**src/rtl/i2cw_pkg.sv**
```systemverilog
`default_nettype none

package i2cw_pkg;

    // configuration register indexes and widths
    localparam int CFG_IDX_W  = 1;
    localparam int CFG_DATA_W = 16;
    localparam logic [CFG_IDX_W-1:0] CFG_UNIT_TICKS = 1'b0;
    localparam logic [CFG_IDX_W-1:0] CFG_HOLD_UNITS = 1'b1;

    // register reset values
    localparam logic [15:0] UNIT_TICKS_RESET = 16'd1000;
    localparam logic [7:0]  HOLD_UNITS_RESET = 8'd2;

    // default depth of the command and result queues
    localparam int QUEUE_DEPTH = 2;

    // index of the last data bit of a byte
    localparam logic [2:0] LAST_BIT = 3'd7;

    // input item
    typedef struct packed {
        logic       opcode;
        logic [7:0] data_byte;
        logic       sda_in;
    } t_in_item;

    // result item
    typedef struct packed {
        logic scl_out;
        logic sda_out;
        logic busy_res;
        logic done_res;
        logic nack;
    } t_out_item;

    // command kinds
    typedef enum logic {
        CMD_TICK = 1'b0,
        CMD_SEND = 1'b1
    } t_cmd_kind;

    // classified command between front and back
    typedef struct packed {
        t_cmd_kind  kind;
        logic [7:0] data_byte;
        logic       sda_in;
    } t_cmd;

    // timing configuration
    typedef struct packed {
        logic [15:0] unit_ticks;
        logic [7:0]  hold_units;
    } t_cfg;

    // bus sequencer phases
    typedef enum logic [3:0] {
        PH_IDLE       = 4'd0,
        PH_START_HIGH = 4'd1,
        PH_START_LOW  = 4'd2,
        PH_BIT_LOW    = 4'd3,
        PH_BIT_SET    = 4'd4,
        PH_BIT_HIGH   = 4'd5,
        PH_ACK_REL    = 4'd6,
        PH_ACK_HIGH   = 4'd7,
        PH_ACK_LOW    = 4'd8,
        PH_STOP_HIGH  = 4'd9,
        PH_STOP_REL   = 4'd10
    } t_phase;

endpackage

`default_nettype wire

```
**src/rtl/i2c_master_single_byte_write.sv**
```systemverilog
`default_nettype none

// Tick-driven I2C master that writes one byte per transaction: start, eight data
// bits MSB first, acknowledge sample, stop, with SCL left low at the end. Every
// item pushed (a tick or a send request) yields exactly one result with the bus
// levels after that item, busy, and done with the sampled nack on the item that
// finishes the stop. A send request during a transaction is ignored. Waits are
// counted in units of unit_ticks ticks; a hold lasts hold_units units. Items are
// taken one per clock unless a queue is full: a short command queue feeds a
// sequencer that does one step per cycle into a result queue, so throughput is
// one item per cycle without stalls, each item passing through both queues.
// Configuration writes take effect at once and should be made while idle.
module i2c_master_single_byte_write #(
    parameter int DEPTH = i2cw_pkg::QUEUE_DEPTH
) (
    input  wire                                 i_clk,
    input  wire                                 i_rst_n,
    input  wire                                 push,
    output logic                                full,
    input  i2cw_pkg::t_in_item                  i_item,
    output logic                                empty,
    input  wire                                 pop,
    output i2cw_pkg::t_out_item                 o_result,
    input  wire                                 i_cfg_we,
    input  wire [i2cw_pkg::CFG_IDX_W-1:0]       i_cfg_idx,
    input  wire [i2cw_pkg::CFG_DATA_W-1:0]      i_cfg_data
);

    i2cw_pkg::t_cfg r_cfg;
    i2cw_pkg::t_cmd w_cmd;
    logic           w_cmd_valid, w_cmd_take;

    // configuration registers
    always_ff @(posedge i_clk) begin
        if (!i_rst_n) begin
            r_cfg.unit_ticks <= i2cw_pkg::UNIT_TICKS_RESET;
            r_cfg.hold_units <= i2cw_pkg::HOLD_UNITS_RESET;
        end else if (i_cfg_we) begin
            case (i_cfg_idx)
                i2cw_pkg::CFG_UNIT_TICKS: r_cfg.unit_ticks <= i_cfg_data;
                i2cw_pkg::CFG_HOLD_UNITS: r_cfg.hold_units <= i_cfg_data[7:0];
                default: ;
            endcase
        end
    end

    // command intake
    i2cw_front #(
        .DEPTH (DEPTH)
    ) u_front (
        .i_clk       (i_clk),
        .i_rst_n     (i_rst_n),
        .push        (push),
        .full        (full),
        .i_item      (i_item),
        .o_cmd_valid (w_cmd_valid),
        .o_cmd       (w_cmd),
        .i_cmd_take  (w_cmd_take)
    );

    // bus sequencer and result queue
    i2cw_back #(
        .DEPTH (DEPTH)
    ) u_back (
        .i_clk       (i_clk),
        .i_rst_n     (i_rst_n),
        .i_cfg       (r_cfg),
        .i_cmd_valid (w_cmd_valid),
        .i_cmd       (w_cmd),
        .o_cmd_take  (w_cmd_take),
        .empty       (empty),
        .pop         (pop),
        .o_result    (o_result)
    );

endmodule

`default_nettype wire

```
**src/rtl/i2cw_front.sv**
```systemverilog
`default_nettype none

module i2cw_front #(
    parameter int DEPTH = i2cw_pkg::QUEUE_DEPTH
) (
    input  wire                i_clk,
    input  wire                i_rst_n,
    input  wire                push,
    output logic               full,
    input  i2cw_pkg::t_in_item i_item,
    output logic               o_cmd_valid,
    output i2cw_pkg::t_cmd     o_cmd,
    input  wire                i_cmd_take
);

    localparam int PW = (DEPTH > 1) ? $clog2(DEPTH) : 1;
    localparam int CW = $clog2(DEPTH + 1);

    i2cw_pkg::t_cmd r_mem [DEPTH];
    logic [PW-1:0]  r_wr_ptr, r_rd_ptr;
    logic [CW-1:0]  r_count;
    i2cw_pkg::t_cmd w_cmd;
    logic           w_enq, w_deq;

    // classify the incoming item
    always_comb begin
        w_cmd.kind      = i_item.opcode ? i2cw_pkg::CMD_SEND : i2cw_pkg::CMD_TICK;
        w_cmd.data_byte = i_item.data_byte;
        w_cmd.sda_in    = i_item.sda_in;
    end

    assign full        = (r_count == CW'(DEPTH));
    assign w_enq       = push && !full;
    assign o_cmd_valid = (r_count != '0);
    assign w_deq       = i_cmd_take && o_cmd_valid;
    assign o_cmd       = r_mem[r_rd_ptr];

    // queue storage
    always_ff @(posedge i_clk) begin
        if (w_enq) begin
            r_mem[r_wr_ptr] <= w_cmd;
        end
    end

    // queue pointers and fill count
    always_ff @(posedge i_clk) begin
        if (!i_rst_n) begin
            r_wr_ptr <= '0;
            r_rd_ptr <= '0;
            r_count  <= '0;
        end else begin
            if (w_enq) begin
                r_wr_ptr <= (r_wr_ptr == PW'(DEPTH - 1)) ? '0 : r_wr_ptr + 1'b1;
            end
            if (w_deq) begin
                r_rd_ptr <= (r_rd_ptr == PW'(DEPTH - 1)) ? '0 : r_rd_ptr + 1'b1;
            end
            if (w_enq && !w_deq) begin
                r_count <= r_count + 1'b1;
            end else if (w_deq && !w_enq) begin
                r_count <= r_count - 1'b1;
            end
        end
    end

endmodule

`default_nettype wire

```
**src/rtl/i2cw_back.sv**
```systemverilog
`default_nettype none

module i2cw_back #(
    parameter int DEPTH = i2cw_pkg::QUEUE_DEPTH
) (
    input  wire                 i_clk,
    input  wire                 i_rst_n,
    input  i2cw_pkg::t_cfg      i_cfg,
    input  wire                 i_cmd_valid,
    input  i2cw_pkg::t_cmd      i_cmd,
    output logic                o_cmd_take,
    output logic                empty,
    input  wire                 pop,
    output i2cw_pkg::t_out_item o_result
);

    localparam int PW = (DEPTH > 1) ? $clog2(DEPTH) : 1;
    localparam int CW = $clog2(DEPTH + 1);

    // sequencer state
    i2cw_pkg::t_phase r_phase, n_phase;
    logic [2:0]       r_bit, n_bit;
    logic [7:0]       r_shift, n_shift;
    logic [15:0]      r_tick, n_tick;
    logic [7:0]       r_unit, n_unit;
    logic             r_scl, n_scl;
    logic             r_sda, n_sda;
    logic             r_ack, n_ack;

    // result queue
    i2cw_pkg::t_out_item r_mem [DEPTH];
    logic [PW-1:0]       r_wr_ptr, r_rd_ptr;
    logic [CW-1:0]       r_count;

    logic                w_step, w_deq, w_q_full;
    logic                w_tick, w_send, w_unit_end, w_adv, w_long;
    logic [16:0]         w_tick_inc;
    logic [8:0]          w_unit_inc;
    logic                w_done;
    i2cw_pkg::t_out_item w_res;

    assign w_q_full   = (r_count == CW'(DEPTH));
    assign w_step     = i_cmd_valid && !w_q_full;
    assign o_cmd_take = w_step;
    assign w_deq      = pop && !empty;
    assign empty      = (r_count == '0);
    assign o_result   = r_mem[r_rd_ptr];

    // tick and unit timing
    assign w_tick     = w_step && (i_cmd.kind == i2cw_pkg::CMD_TICK)
                        && (r_phase != i2cw_pkg::PH_IDLE);
    assign w_send     = w_step && (i_cmd.kind == i2cw_pkg::CMD_SEND)
                        && (r_phase == i2cw_pkg::PH_IDLE);
    assign w_tick_inc = {1'b0, r_tick} + 17'd1;
    assign w_unit_inc = {1'b0, r_unit} + 9'd1;
    assign w_unit_end = w_tick && (w_tick_inc >= {1'b0, i_cfg.unit_ticks});
    assign w_long     = (r_phase inside {i2cw_pkg::PH_START_HIGH, i2cw_pkg::PH_START_LOW,
                                         i2cw_pkg::PH_BIT_HIGH, i2cw_pkg::PH_ACK_HIGH,
                                         i2cw_pkg::PH_STOP_HIGH, i2cw_pkg::PH_STOP_REL});
    assign w_adv      = w_unit_end
                        && (w_unit_inc >= (w_long ? {1'b0, i_cfg.hold_units} : 9'd1));

    // next phase
    always_comb begin
        n_phase = r_phase;
        if (w_send) begin
            n_phase = i2cw_pkg::PH_START_HIGH;
        end else if (w_adv) begin
            case (r_phase)
                i2cw_pkg::PH_START_HIGH: n_phase = i2cw_pkg::PH_START_LOW;
                i2cw_pkg::PH_START_LOW:  n_phase = i2cw_pkg::PH_BIT_LOW;
                i2cw_pkg::PH_BIT_LOW:    n_phase = i2cw_pkg::PH_BIT_SET;
                i2cw_pkg::PH_BIT_SET:    n_phase = i2cw_pkg::PH_BIT_HIGH;
                i2cw_pkg::PH_BIT_HIGH: begin
                    n_phase = (r_bit == i2cw_pkg::LAST_BIT) ? i2cw_pkg::PH_ACK_REL
                                                            : i2cw_pkg::PH_BIT_LOW;
                end
                i2cw_pkg::PH_ACK_REL:    n_phase = i2cw_pkg::PH_ACK_HIGH;
                i2cw_pkg::PH_ACK_HIGH:   n_phase = i2cw_pkg::PH_ACK_LOW;
                i2cw_pkg::PH_ACK_LOW:    n_phase = i2cw_pkg::PH_STOP_HIGH;
                i2cw_pkg::PH_STOP_HIGH:  n_phase = i2cw_pkg::PH_STOP_REL;
                default:                 n_phase = i2cw_pkg::PH_IDLE;
            endcase
        end
    end

    // bus levels, counters and shift data
    always_comb begin
        n_bit   = r_bit;
        n_shift = r_shift;
        n_tick  = r_tick;
        n_unit  = r_unit;
        n_scl   = r_scl;
        n_sda   = r_sda;
        n_ack   = r_ack;
        w_done  = 1'b0;
        if (w_send) begin
            n_shift = i_cmd.data_byte;
            n_bit   = '0;
            n_tick  = '0;
            n_unit  = '0;
            n_scl   = 1'b1;
            n_sda   = 1'b1;
        end else if (w_tick) begin
            if (!w_unit_end) begin
                n_tick = w_tick_inc[15:0];
            end else begin
                n_tick = '0;
                n_unit = w_adv ? 8'd0 : w_unit_inc[7:0];
            end
            if (w_adv) begin
                case (r_phase)
                    i2cw_pkg::PH_START_HIGH: n_sda = 1'b0;
                    i2cw_pkg::PH_START_LOW:  n_scl = 1'b0;
                    i2cw_pkg::PH_BIT_LOW:    n_sda = r_shift[i2cw_pkg::LAST_BIT - r_bit];
                    i2cw_pkg::PH_BIT_SET:    n_scl = 1'b1;
                    i2cw_pkg::PH_BIT_HIGH: begin
                        n_scl = 1'b0;
                        if (r_bit == i2cw_pkg::LAST_BIT) begin
                            n_bit = '0;
                            n_sda = 1'b1;
                        end else begin
                            n_bit = r_bit + 3'd1;
                        end
                    end
                    i2cw_pkg::PH_ACK_REL:    n_scl = 1'b1;
                    i2cw_pkg::PH_ACK_HIGH: begin
                        n_ack = i_cmd.sda_in;
                        n_scl = 1'b0;
                    end
                    i2cw_pkg::PH_ACK_LOW: begin
                        n_sda = 1'b0;
                        n_scl = 1'b1;
                    end
                    i2cw_pkg::PH_STOP_HIGH:  n_sda = 1'b1;
                    i2cw_pkg::PH_STOP_REL: begin
                        n_scl  = 1'b0;
                        w_done = 1'b1;
                    end
                    default: ;
                endcase
            end
        end
    end

    // result item for this command
    always_comb begin
        w_res.scl_out  = n_scl;
        w_res.sda_out  = n_sda;
        w_res.busy_res = (n_phase != i2cw_pkg::PH_IDLE);
        w_res.done_res = w_done;
        w_res.nack     = w_done & n_ack;
    end

    // sequencer registers
    always_ff @(posedge i_clk) begin
        if (!i_rst_n) begin
            r_phase <= i2cw_pkg::PH_IDLE;
            r_bit   <= '0;
            r_shift <= '0;
            r_tick  <= '0;
            r_unit  <= '0;
            r_scl   <= 1'b1;
            r_sda   <= 1'b1;
            r_ack   <= 1'b0;
        end else if (w_step) begin
            r_phase <= n_phase;
            r_bit   <= n_bit;
            r_shift <= n_shift;
            r_tick  <= n_tick;
            r_unit  <= n_unit;
            r_scl   <= n_scl;
            r_sda   <= n_sda;
            r_ack   <= n_ack;
        end
    end

    // result queue storage
    always_ff @(posedge i_clk) begin
        if (w_step) begin
            r_mem[r_wr_ptr] <= w_res;
        end
    end

    // result queue pointers and fill count
    always_ff @(posedge i_clk) begin
        if (!i_rst_n) begin
            r_wr_ptr <= '0;
            r_rd_ptr <= '0;
            r_count  <= '0;
        end else begin
            if (w_step) begin
                r_wr_ptr <= (r_wr_ptr == PW'(DEPTH - 1)) ? '0 : r_wr_ptr + 1'b1;
            end
            if (w_deq) begin
                r_rd_ptr <= (r_rd_ptr == PW'(DEPTH - 1)) ? '0 : r_rd_ptr + 1'b1;
            end
            if (w_step && !w_deq) begin
                r_count <= r_count + 1'b1;
            end else if (w_deq && !w_step) begin
                r_count <= r_count - 1'b1;
            end
        end
    end

`ifndef NO_ASSERTIONS
    // a completed transaction leaves the sequencer idle
    a_done_idle: assert property (@(posedge i_clk) disable iff (!i_rst_n)
        w_step && w_done |=> r_phase == i2cw_pkg::PH_IDLE)
        else $error("done reported while sequencer stays busy");

    // nack is only flagged together with done
    a_nack_done: assert property (@(posedge i_clk) disable iff (!i_rst_n)
        w_step && w_res.nack |-> w_res.done_res)
        else $error("nack without done");

    // the result queue never overfills
    a_queue_bound: assert property (@(posedge i_clk) disable iff (!i_rst_n)
        r_count <= CW'(DEPTH))
        else $error("result queue overflow");

    // the sequencer holds still when no command is taken
    a_hold: assert property (@(posedge i_clk) disable iff (!i_rst_n)
        !w_step |=> $stable(r_phase) && $stable(r_tick) && $stable(r_unit))
        else $error("sequencer moved without a command");
`endif

endmodule

`default_nettype wire
```
**config.mk**
```make
export PLATFORM = sky130hd
export DESIGN_NAME = i2c_master_single_byte_write
export DESIGN_NICKNAME = d
export VERILOG_FILES = /design/src/rtl/i2cw_pkg.sv /design/src/rtl/i2c_master_single_byte_write.sv /design/src/rtl/i2cw_front.sv /design/src/rtl/i2cw_back.sv
export SDC_FILE = /design/constraint.sdc
export NUM_CORES = 1
export LEC_CHECK = 0
export BUFFER_PORTS_ARGS = -buffer_cell sky130_fd_sc_hd__buf_4
export CORE_ASPECT_RATIO = 1.25
export CORE_MARGIN = 4
export CORE_UTILIZATION = 59
export DETAILED_ROUTE_END_ITERATION = 8
export PLACE_DENSITY = 0.78
export SLEW_MARGIN = 10
export SYNTH_ARGS = -nofsm -noshare
export SYNTH_HDL_FRONTEND = slang
export SYNTH_SLANG_ARGS = --single-unit
```
**constraint.sdc**
```tcl
create_clock -name i_clk -period 3.4 [get_ports i_clk]
set_input_delay 0.68 -clock i_clk [delete_from_list [all_inputs] [get_ports i_clk]]
set_output_delay 0.68 -clock i_clk [all_outputs]
set_load 0.01 [all_outputs]
```
==> impl_metrics.json, run 1 <==
{
  "status": "finished, final reports clean",
  "global_route.overflow_total": 0,
  "tritoncts": "done",
  "finish.cell_count_without_fillers": 683,
  "synth_cell_type_count": 57,
  "max-slew-margin-rel_pct": 45.43,
  "yosysWarnings": 0,
  "fraction_of_post_synthesis_cell_area_in_the_top_cell_type_by_area_pct": 29.79,
  "cells_taking_the_most_area_after_synthesis": "sky130_fd_sc_hd__dfxtp_1 (30%), sky130_fd_sc_hd__edfxtp_1 (18%), sky130_fd_sc_hd__ha_1 (7.3%), sky130_fd_sc_hd__nand2_1 (4.9%), sky130_fd_sc_hd__a21oi_1 (3.8%)",
  "reg2reg_setup_slack_ps": 150,
  "maximum_number_of_pins_on_one_net_before_global_route_repair": 24,
  "post_synth_edffs": 30,
  "first_pass_grt_wire_length_mm": 17.48,
  "layout-drive-gt1-share_pct": 17.06,
  "syn_inst": 534,
  "seq_area_frac_synth_pct": 47.43,
  "final.period_utilization_pct": 95.73,
  "postSynth.asyncResetShare_pct": 0,
  "maxSlewViolCount": 0,
  "critPathCapture": "u_back.r_mem[1][4]",
  "cp_data_required_time_ps": 3530,
  "clock_path_buffers": 2,
  "i_o_pins": 39,
  "power.density_nw_per_um2": 577.3,
  "average_wire_length_per_cell_after_detail_routing_um": 15.18,
  "synthTopCellsByCount": "sky130_fd_sc_hd__dfxtp_1 (76), sky130_fd_sc_hd__nand2_1 (67), sky130_fd_sc_hd__nor2_1 (48)",
  "cp_endpoint_kind": "flop",
  "post_drt_via_cell_ratio": 5.864,
  "yosysMostFrequentCell": "sky130_fd_sc_hd__dfxtp_1",
  "critical_path.startpoint_type": "flop",
  "dp_hpwl_mm": 7.601,
  "worst_path_fanout_max": 6,
  "remaining_drc_errors": 0,
  "r2r_end": "u_back.r_mem[1][4]",
  "max_freq_mhz": 307.2,
  "num_vias": 4005,
  "floorplan.rows": 37,
  "multi_input_logic_area_um2": 2516,
  "yosys.area.top_type": "sky130_fd_sc_hd__dfxtp_1",
  "all_layer_gr_usage_pct": 20.76,
  "synth.net_count": 596,
  "regArea_um2": 2424,
  "totalWireLength_mm": 10.37,
  "clk_latency_ps": 380,
  "antenna_left": 0,
  "place_inst": 662,
  "final-hold-violation-count": 0,
  "postSynthAreaPerCell_um2": 9.564,
  "finalClockSkew_ps": 13.17,
  "fin_nets": 643,
  "synth-seq-cells": 106,
  "ys_dominant_reg_cell": "sky130_fd_sc_hd__dfxtp_1",
  "antenna_cells": 0,
  "crit-reg2reg-launch": "u_back.r_tick[3]",
  "core-area_um2": 8333,
  "cts.hold.buffers_added": 0,
  "worst_pin_slew_ps": 815.6,
  "cts_sinks": 106,
  "finalHoldWorstSlack_ps": 466.1,
  "ff2ff_path_depth": 13,
  "worst_hold_path_type": "reg2reg",
  "cts_buffers": 9,
  "die_outline_area_um2": 10220,
  "buffer_cell_driving_the_clock_tree_root": "sky130_fd_sc_hd__clkbuf_8",
  "buffer_ports.inserted": 38,
  "total_of_endpoints_with_negative_setup_slack_in_the_final_report": 0,
  "n_fill_cell": 640,
  "area.growth.synth_to_final_pct": 13.82,
  "gp_congestion": 0.9007,
  "drt_pass1_iterations": 5,
  "critical_path_arrival_ps": 3390,
  "start_util_pct": 61.29,
  "die_y_um": 112.0,
  "cts_htree_levels": 3,
  "min_period_ps": 3255,
  "drt_iter0_drc": 180,
  "ir_drop_v": 0.0004296,
  "path_class": "reg2reg",
  "critical_path_origin": "u_back.r_tick[3]",
  "first_global_vias": 3785,
  "post_synthesis_cell_area_um2": 5107,
  "initial_antenna_violation_count": 0,
  "clock_pin_slew_on_the_worst_setup_and_hold_paths_ps": 110,
  "die_w_um": 91.22,
  "maxCapViolCount": 0,
  "leakage_uw": 0.002271
}
[state kept, by name, indices dropped and copies added, names as in the netlist, 2 cells and up, named ones only]
| name | flops |
|---|---|
| u_back.r_unit | 8 |
| u_back.r_shift | 8 |
| u_front.r_mem | 20 |
| u_back.r_mem | 10 |
| u_back.r_bit | 3 |
| u_back.r_phase | 4 |
| r_cfg | 24 |
| u_back.r_count | 2 |
| u_front.r_count | 2 |
| u_back.r_tick | 16 |
[worst max-delay path: stages, from the launching register on]
cell,delay [ps]
sky130_fd_sc_hd__dfxtp_1,420
sky130_fd_sc_hd__nand2_1,120
sky130_fd_sc_hd__nor3_2,250
sky130_fd_sc_hd__and2_1,230
sky130_fd_sc_hd__nor2b_1,180
sky130_fd_sc_hd__xnor2_1,160
sky130_fd_sc_hd__ha_1,290
sky130_fd_sc_hd__and3_1,220
sky130_fd_sc_hd__a221oi_2,360
sky130_fd_sc_hd__o211ai_4,190
sky130_fd_sc_hd__buf_4,200
sky130_fd_sc_hd__a41o_1,200
sky130_fd_sc_hd__o221ai_1,80
sky130_fd_sc_hd__nand2_1,100
[placed cells by master, fill, tap and decap left out, types with 3 or more instances in the layout]
cell type | synthesis | layout
sky130_fd_sc_hd__a211oi_1 | 9 | 9
sky130_fd_sc_hd__a21oi_1 | 39 | 39
sky130_fd_sc_hd__a22o_1 | 7 | 7
sky130_fd_sc_hd__a22oi_1 | 15 | 15
sky130_fd_sc_hd__and2_1 | 5 | 5
sky130_fd_sc_hd__and3_1 | 4 | 4
sky130_fd_sc_hd__buf_4 | 1 | 58
sky130_fd_sc_hd__clkbuf_8 | 0 | 9
sky130_fd_sc_hd__dfxtp_1 | 76 | 75
sky130_fd_sc_hd__edfxtp_1 | 30 | 30
sky130_fd_sc_hd__ha_1 | 30 | 30
sky130_fd_sc_hd__inv_1 | 25 | 25
sky130_fd_sc_hd__inv_6 | 0 | 3
sky130_fd_sc_hd__mux2_2 | 7 | 7
sky130_fd_sc_hd__mux2i_1 | 10 | 10
sky130_fd_sc_hd__nand2_1 | 67 | 67
sky130_fd_sc_hd__nand2b_1 | 6 | 6
sky130_fd_sc_hd__nand3_1 | 22 | 22
sky130_fd_sc_hd__nand4_1 | 6 | 6
sky130_fd_sc_hd__nor2_1 | 48 | 48
sky130_fd_sc_hd__nor2b_1 | 5 | 5
sky130_fd_sc_hd__nor3_1 | 8 | 7
sky130_fd_sc_hd__nor3_2 | 2 | 3
sky130_fd_sc_hd__o211ai_1 | 6 | 6
sky130_fd_sc_hd__o21ai_0 | 14 | 14
sky130_fd_sc_hd__o21ai_1 | 3 | 3
sky130_fd_sc_hd__or3_1 | 5 | 5
sky130_fd_sc_hd__xnor2_1 | 15 | 15
sky130_fd_sc_hd__xor2_1 | 14 | 14
[cells by family (layout without fill, tap and decap cells)]
| logic type | count (synthesis) | count (layout) | synth area share [%] |
|---|---|---|---|
| AOI/OAI and AO/OA | 112 | 112 | 14.31 |
| xor gates and xnor gates | 29 | 29 | 4.973 |
| adders and majority gates | 30 | 30 | 7.349 |
| buffers and inverters | 50 | 102 | 3.993 |
| DFF | 106 | 106 | 47.43 |
| muxes | 19 | 19 | 4.385 |
| and+or+nand+nor | 188 | 188 | 17.57 |
[area by class of cell]
type,instances,area share [%]
multi-input cells,378,43.28
flip-flops and latches,106,41.69
repair buffers,59,7.835
clock buffers,9,2.131
well taps,97,2.088
inverters,27,1.743
clock inverters,7,1.227
[power by group]
| part | internal [uW] | total (uW) | switching [uW] |
|---|---|---|---|
| clock | 288 | 755 | 467 |
| sequential | 1490 | 1580 | 91.2 |
| combinational | 443 | 1020 | 577 |
| total | 2220 | 3360 | 1130 |
[per-layer routing]
layer	global-route usage [%]	up-vias	share of wire, %
met3	3.552	19	4.1
met5	0	-	0
li1	-	1998	-
met2	34.43	104	50
met1	26.96	1884	44
met4	8.451	0	2.2
[worst min path at each step]
| stage | cells after the start | start | to |
|---|---|---|---|
| floorplan | 2 | u_back.r_ack | u_back.r_ack |
| global placement | 2 | r_cfg[0] | r_cfg[0] |
| detailed placement | 2 | r_cfg[0] | r_cfg[0] |
| CTS | 2 | r_cfg[0] | r_cfg[0] |
| global route | 1 | i_item[2] | u_front.r_mem[0][2] |
| finish | 2 | r_cfg[19] | r_cfg[19] |
[per-stage QoR]
step | power, uW | cell area [um^2] | util (%) | setup TNS [ps] | setup slack (ps)
2_1_floorplan | 2273 | 5107 | - | 0 | 383.4
3_3_place_gp | 2550 | 5544 | 66.53 | 0 | 195.3
3_5_place_dp | 2586 | 5544 | 66.53 | 0 | 54.50
4_1_cts | 3338 | 5739 | 68.87 | 0 | 26.47
5_1_grt | 3565 | 5813 | 69.76 | -424.4 | -72.04
6_report | 3356 | 5813 | 69.76 | 0 | 145.1
[what timing repair did]
item / 4_1_cts / 5_1_grt
endpoints found under the setup margin: 0 / 43
gates resized for setup: 0 / 6
buffers inserted: 0 / 5
(Power assumes the default switching activity.)
==> run 2, diff against run 1 <==
--- a/config.mk
+++ b/config.mk
@@ -11,6 +11,7 @@
 export CORE_UTILIZATION = 59
 export DETAILED_ROUTE_END_ITERATION = 8
 export PLACE_DENSITY = 0.78
+export RECOVER_POWER = 25
 export SLEW_MARGIN = 10
 export SYNTH_ARGS = -nofsm -noshare
 export SYNTH_HDL_FRONTEND = slang
==> impl_metrics.json, run 2 (synthesized netlist as in run 1, its figures left out) <==
{
  "ir_drop_v": 0.0004289,
  "max_ffs_per_register": 24,
  "worst_hold_path_type": "reg2reg",
  "total_of_endpoints_with_negative_setup_slack_in_the_final_report": 0,
  "tritoncts": "done",
  "first_pass_grt_wire_length_mm": 17.48,
  "min_period_ps": 3264,
  "i_o_pins": 39,
  "drt_pass1_iterations": 5,
  "maximum_number_of_pins_on_one_net_before_global_route_repair": 24,
  "final-hold-violation-count": 0,
  "place_inst": 662,
  "power.density_nw_per_um2": 578.3,
  "buffer_cell_driving_the_clock_tree_root": "sky130_fd_sc_hd__clkbuf_8",
  "reg2reg_setup_slack_ps": 140,
  "regArea_um2": 2424,
  "whs_endpoint": "r_cfg[19]",
  "leakage_uw": 0.002251,
  "max_stage_delay_ps": 420,
  "multi_input_logic_area_um2": 2516,
  "most_common_library_cell_in_the_layout_ignoring_fill_and_taps": "sky130_fd_sc_hd__dfxtp_1",
  "first_global_vias": 3785,
  "startpoint_of_the_tightest_hold_check_path": "r_cfg[19]",
  "num_vias": 4007,
  "layout-drive-gt1-share_pct": 16.21,
  "cp_data_required_time_ps": 3530,
  "floorplan.rows": 37,
  "clkPwrFrac_pct": 22.5,
  "gp_congestion": 0.9007,
  "cts_sinks": 106,
  "maxCapViolCount": 0,
  "clock_path_buffers": 2,
  "cp_slowest_cell": "sky130_fd_sc_hd__dfxtp_1",
  "area.growth.synth_to_final_pct": 13.45,
  "average_wire_length_per_cell_after_detail_routing_um": 15.17,
  "worst_pin_slew_ps": 838.1,
  "critical_path.most_common_cell": "sky130_fd_sc_hd__nand2_1",
  "finish.cell_count_without_fillers": 683,
  "all_layer_gr_usage_pct": 20.76,
  "worst_path_fanout_max": 6,
  "fin_nets": 643,
  "critical_path_arrival_ps": 3400,
  "start_util_pct": 61.29,
  "totalWireLength_mm": 10.36,
  "initial_antenna_violation_count": 0,
  "power_frac_seq_pct": 47.2,
  "remaining_drc_errors": 0,
  "cts_htree_levels": 3,
  "final_cell_mix": "sky130_fd_sc_hd__dfxtp_1 (75), sky130_fd_sc_hd__nand2_1 (67), sky130_fd_sc_hd__nor2_1 (48), sky130_fd_sc_hd__buf_4 (45), sky130_fd_sc_hd__a21oi_1 (39)",
  "n_fill_cell": 639,
  "die_w_um": 91.22,
  "max-slew-margin-rel_pct": 44.13,
  "post_drt_via_cell_ratio": 5.867,
  "antenna_cells": 0,
  "antenna_left": 0,
  "drt_iter0_drc": 175,
  "path_class": "reg2reg",
  "max_freq_mhz": 306.4,
  "finalClockSkew_ps": 12.11,
  "critical_path.startpoint_type": "flop",
  "dp_hpwl_mm": 7.601,
  "fin_tns_setup_ps": 0,
  "p_sw_uw": 1133,
  "die_y_um": 112.0,
  "regMostFlops": "r_cfg",
  "comb_power_share_pct": 30.3,
  "cts_buffers": 9,
  "r2r_end": "u_back.r_mem[1][4]",
  "clk_latency_ps": 380,
  "clock_pin_slew_on_the_worst_setup_and_hold_paths_ps": 110,
  "final.period_utilization_pct": 96.00,
  "internal-power_uw": 2218,
  "cp_endpoint_kind": "flop",
  "die_outline_area_um2": 10220,
  "layout_top_registers": "r_cfg (24), u_front.r_mem (20), u_back.r_tick (16)",
  "global_route.overflow_total": 0,
  "switching_share_pct": 33.80,
  "buffer_ports.inserted": 38,
  "status": "finished, final reports clean",
  "maxSlewViolCount": 0,
  "core-area_um2": 8333,
  "ff2ff_path_depth": 13,
  "hold_path_depth": 2,
  "crit-reg2reg-launch": "u_back.r_tick[3]",
  "worstPathCellList": "nand2_1, nor3_2, and2_1, nor2b_1, xnor2_1, ha_1, and3_1, a221oi_2, o211ai_4, buf_4, a41o_1, o221ai_1, nand2_1",
  "final_core_util_pct": 69.53
}
-- run 2: cell count changes in the layout (fill, tap and decap cells not counted), sizes merged --
cell	delta
buf	-13
clkbuf	+13
-- run 2: power groups by stage --
stage / clock [uW] / combinational, uW / sequential, uW
after floorplan: 0 / 693 / 1580
final: 754 / 1020 / 1580
after global routing: 831 / 1130 / 1600
after detailed placement: 0 / 974 / 1610
after global placement: 0 / 948 / 1600
after CTS: 771 / 984 / 1580
-- run 2: critical path: cells and delay by family (launching register included) --
family,cells,cell delay (ps)
xor gates and xnor gates,1,160
AOI/OAI and AO/OA,4,850
and+or+nand+nor,6,1100
adders and majority gates,1,290
buffers and inverters,1,200
DFF,1,420
-- run 2: stage by stage --
step | instance area, um^2 | setup WS [ps] | total power (uW) | hold WS [ps]
6_report | 5794 | 135.9 | 3351 | 466.0
3_3_place_gp | 5544 | 195.3 | 2550 | 440.5
3_5_place_dp | 5544 | 54.50 | 2586 | 445.5
2_1_floorplan | 5107 | 383.4 | 2273 | 429.8
4_1_cts | 5739 | 26.47 | 3338 | 460.7
5_1_grt | 5794 | -72.04 | 3562 | 479.7
-- run 2: how the worst max path moves through the flow --
stage                     startpoint            endpoint  slack, ps  cells past startpoint
floorplan           u_back.r_tick[0]  u_back.r_mem[0][3]        380                     15
global placement    u_back.r_tick[0]   u_back.r_phase[2]        200                     12
detailed placement  u_back.r_tick[0]   u_back.r_phase[2]         50                     12
CTS                 u_back.r_tick[0]   u_back.r_phase[2]         30                     12
global route        u_back.r_tick[3]  u_back.r_mem[1][4]        -70                     13
finish              u_back.r_tick[3]  u_back.r_mem[1][4]        140                     13
-- run 2: what timing repair did --
item	4_1_cts	5_1_grt
hold buffers	0	0
endpoints found under the setup margin	0	43
setup buffers	0	5
gates resized for setup	0	6
-- run 2: area by class of cell --
class                      instances  area share (%)
clock buffer                       9           2.138
sequential                       106           41.83
multi-input combinational        378           43.42
inverter                          27           1.749
tap                               97           2.095
timing repair buffer              59           7.536
clock inverter                     7           1.231
-- run 2: routing by layer --
metal | vias up | part of all wire, % | track usage (%)
li1 | 1996 | - | -
met4 | 0 | 2.2 | 8.451
met3 | 19 | 4.5 | 3.552
met1 | 1881 | 44 | 26.96
met2 | 111 | 50 | 34.43
met5 | - | 0 | 0
==> run 3, diff against run 2 <==
--- a/config.mk
+++ b/config.mk
@@ -6,7 +6,7 @@
 export NUM_CORES = 1
 export LEC_CHECK = 0
 export BUFFER_PORTS_ARGS = -buffer_cell sky130_fd_sc_hd__buf_4
-export CORE_ASPECT_RATIO = 1.25
+export CORE_ASPECT_RATIO = 1.1
 export CORE_MARGIN = 4
 export CORE_UTILIZATION = 59
 export DETAILED_ROUTE_END_ITERATION = 8
==> impl_metrics.json, run 3 (synthesized netlist as in run 1, its figures left out) <==
{
  "status": "finished, final reports clean",
  "initial_antenna_violation_count": 0,
  "power.density_nw_per_um2": 578.7,
  "path_class": "reg2reg",
  "cts_htree_levels": 3,
  "max-slew-margin-rel_pct": 44.41,
  "remaining_drc_errors": 0,
  "drt_pass1_iterations": 4,
  "die_w_um": 96.71,
  "critical_path_origin": "u_back.r_tick[3]",
  "buffer_cell_driving_the_clock_tree_root": "sky130_fd_sc_hd__clkbuf_8",
  "antenna_left": 0,
  "max_freq_mhz": 305.5,
  "fin_nets": 636,
  "final_core_util_pct": 68.62,
  "total_of_endpoints_with_negative_setup_slack_in_the_final_report": 0,
  "finalClockSkew_ps": 8.229,
  "maxCapViolCount": 0,
  "ir_drop_v": 0.0004595,
  "cp_data_required_time_ps": 3510,
  "floorplan.rows": 35,
  "critical_path.startpoint_type": "flop",
  "all_layer_gr_usage_pct": 20.97,
  "buffer_ports.inserted": 38,
  "i_o_pins": 39,
  "die_y_um": 105.6,
  "clock_pin_slew_on_the_worst_setup_and_hold_paths_ps": 110,
  "fin_tns_setup_ps": 0,
  "cp_endpoint_kind": "flop",
  "startpoint_of_the_tightest_hold_check_path": "r_cfg[6]",
  "most_common_library_cell_in_the_layout_ignoring_fill_and_taps": "sky130_fd_sc_hd__dfxtp_1",
  "maxSlewViolCount": 0,
  "num_vias": 3967,
  "leakage_uw": 0.002228,
  "layout-drive-gt1-share_pct": 15.37,
  "regArea_um2": 2424,
  "totalWireLength_mm": 10.48,
  "critical_path_arrival_ps": 3390,
  "area.growth.synth_to_final_pct": 12.96,
  "multi_input_logic_area_um2": 2507,
  "core-area_um2": 8408,
  "worst_hold_path_type": "reg2reg",
  "clk_latency_ps": 380,
  "cts.hold.buffers_added": 0,
  "final-hold-violation-count": 0,
  "maximum_number_of_pins_on_one_net_before_global_route_repair": 55,
  "tritoncts": "done",
  "worst_path_fanout_max": 14,
  "min_period_ps": 3273,
  "gp_congestion": 0.8899,
  "crit-reg2reg-launch": "u_back.r_tick[3]",
  "regMostFlops": "r_cfg",
  "average_wire_length_per_cell_after_detail_routing_um": 15.18,
  "final.period_utilization_pct": 96.27,
  "antenna_cells": 0,
  "cts_buffers": 9,
  "global_route.overflow_total": 0,
  "n_fill_cell": 646,
  "post_drt_via_cell_ratio": 5.749,
  "start_util_pct": 60.74,
  "die_outline_area_um2": 10210,
  "layout_top_registers": "r_cfg (24), u_front.r_mem (20), u_back.r_tick (16)",
  "clock_path_buffers": 2,
  "max_ffs_per_register": 24,
  "final_cell_mix": "sky130_fd_sc_hd__dfxtp_1 (75), sky130_fd_sc_hd__nand2_1 (67), sky130_fd_sc_hd__nor2_1 (48), sky130_fd_sc_hd__a21oi_1 (39), sky130_fd_sc_hd__buf_4 (39)",
  "first_pass_grt_wire_length_mm": 17.70,
  "cts_sinks": 106,
  "worst_pin_slew_ps": 830.7,
  "dp_hpwl_mm": 7.634,
  "first_global_vias": 3771,
  "drt_iter0_drc": 209
}
[run 3: what timing repair did]
action | 4_1_cts | 5_1_grt
gates resized for setup | 0 | 5
setup endpoints to repair | 6 | 35
pin swaps | 1 | 1
setup buffers | 1 | 0
[run 3: per-layer routing]
metal  global-route usage (%)  vias to the layer above  wire (um)
li1                         -                     1994          -
met1                    27.72                     1861       4714
met2                    33.48                       88       5065
met3                    4.500                       24        426
met4                    8.626                        0        269
met5                        0                        -          0
[run 3: stage by stage]
step           total power (uW)  worst slack (ps)  hold WS [ps]  std cells  area (um^2)
2_1_floorplan              2273             383.4         429.8        534         5107
3_3_place_gp               2525             158.6         444.1        673         5527
3_5_place_dp               2565             15.83         451.6        673         5527
4_1_cts                    3340             63.58         465.5        690         5757
5_1_grt                    3532            -79.56         474.6        690         5769
6_report                   3338             127.0         467.7        690         5769
[run 3: where the power goes]
part	total, uW	switching, uW	internal [uW]
Combinational	965	560	405
Sequential	1590	98.4	1490
Clock	785	489	296
Total	3340	1150	2190
[run 3: cell type report]
cell class	count	area share (%)
well taps	111	2.407
flip-flops and latches	106	42.01
repair buffers	52	6.723
inverters	27	1.757
clock buffers	9	2.147
multi-input cells	378	43.46
clock inverters	7	1.496
[run 3: final timing paths]
| check | slack, ps | to | cells after the start |
|---|---|---|---|
| setup reg to reg | 130 | u_back.r_mem[1][3] | 13 |
| setup / recovery | 130 | u_back.r_mem[1][3] | 13 |
| hold / removal | 470 | r_cfg[6] | 2 |
| hold reg to reg | 470 | r_cfg[6] | 2 |
[run 3: critical path, stage by stage, from the launching register on]
cell	delay, ps
sky130_fd_sc_hd__dfxtp_1	440
sky130_fd_sc_hd__nand2_1	120
sky130_fd_sc_hd__nor3_2	240
sky130_fd_sc_hd__and2_1	250
sky130_fd_sc_hd__nor2b_1	190
sky130_fd_sc_hd__xnor2_1	170
sky130_fd_sc_hd__ha_1	310
sky130_fd_sc_hd__and3_1	240
sky130_fd_sc_hd__a221oi_2	330
sky130_fd_sc_hd__o211ai_2	160
sky130_fd_sc_hd__buf_12	170
sky130_fd_sc_hd__nand3_4	150
sky130_fd_sc_hd__a211o_1	150
sky130_fd_sc_hd__nand3_1	100
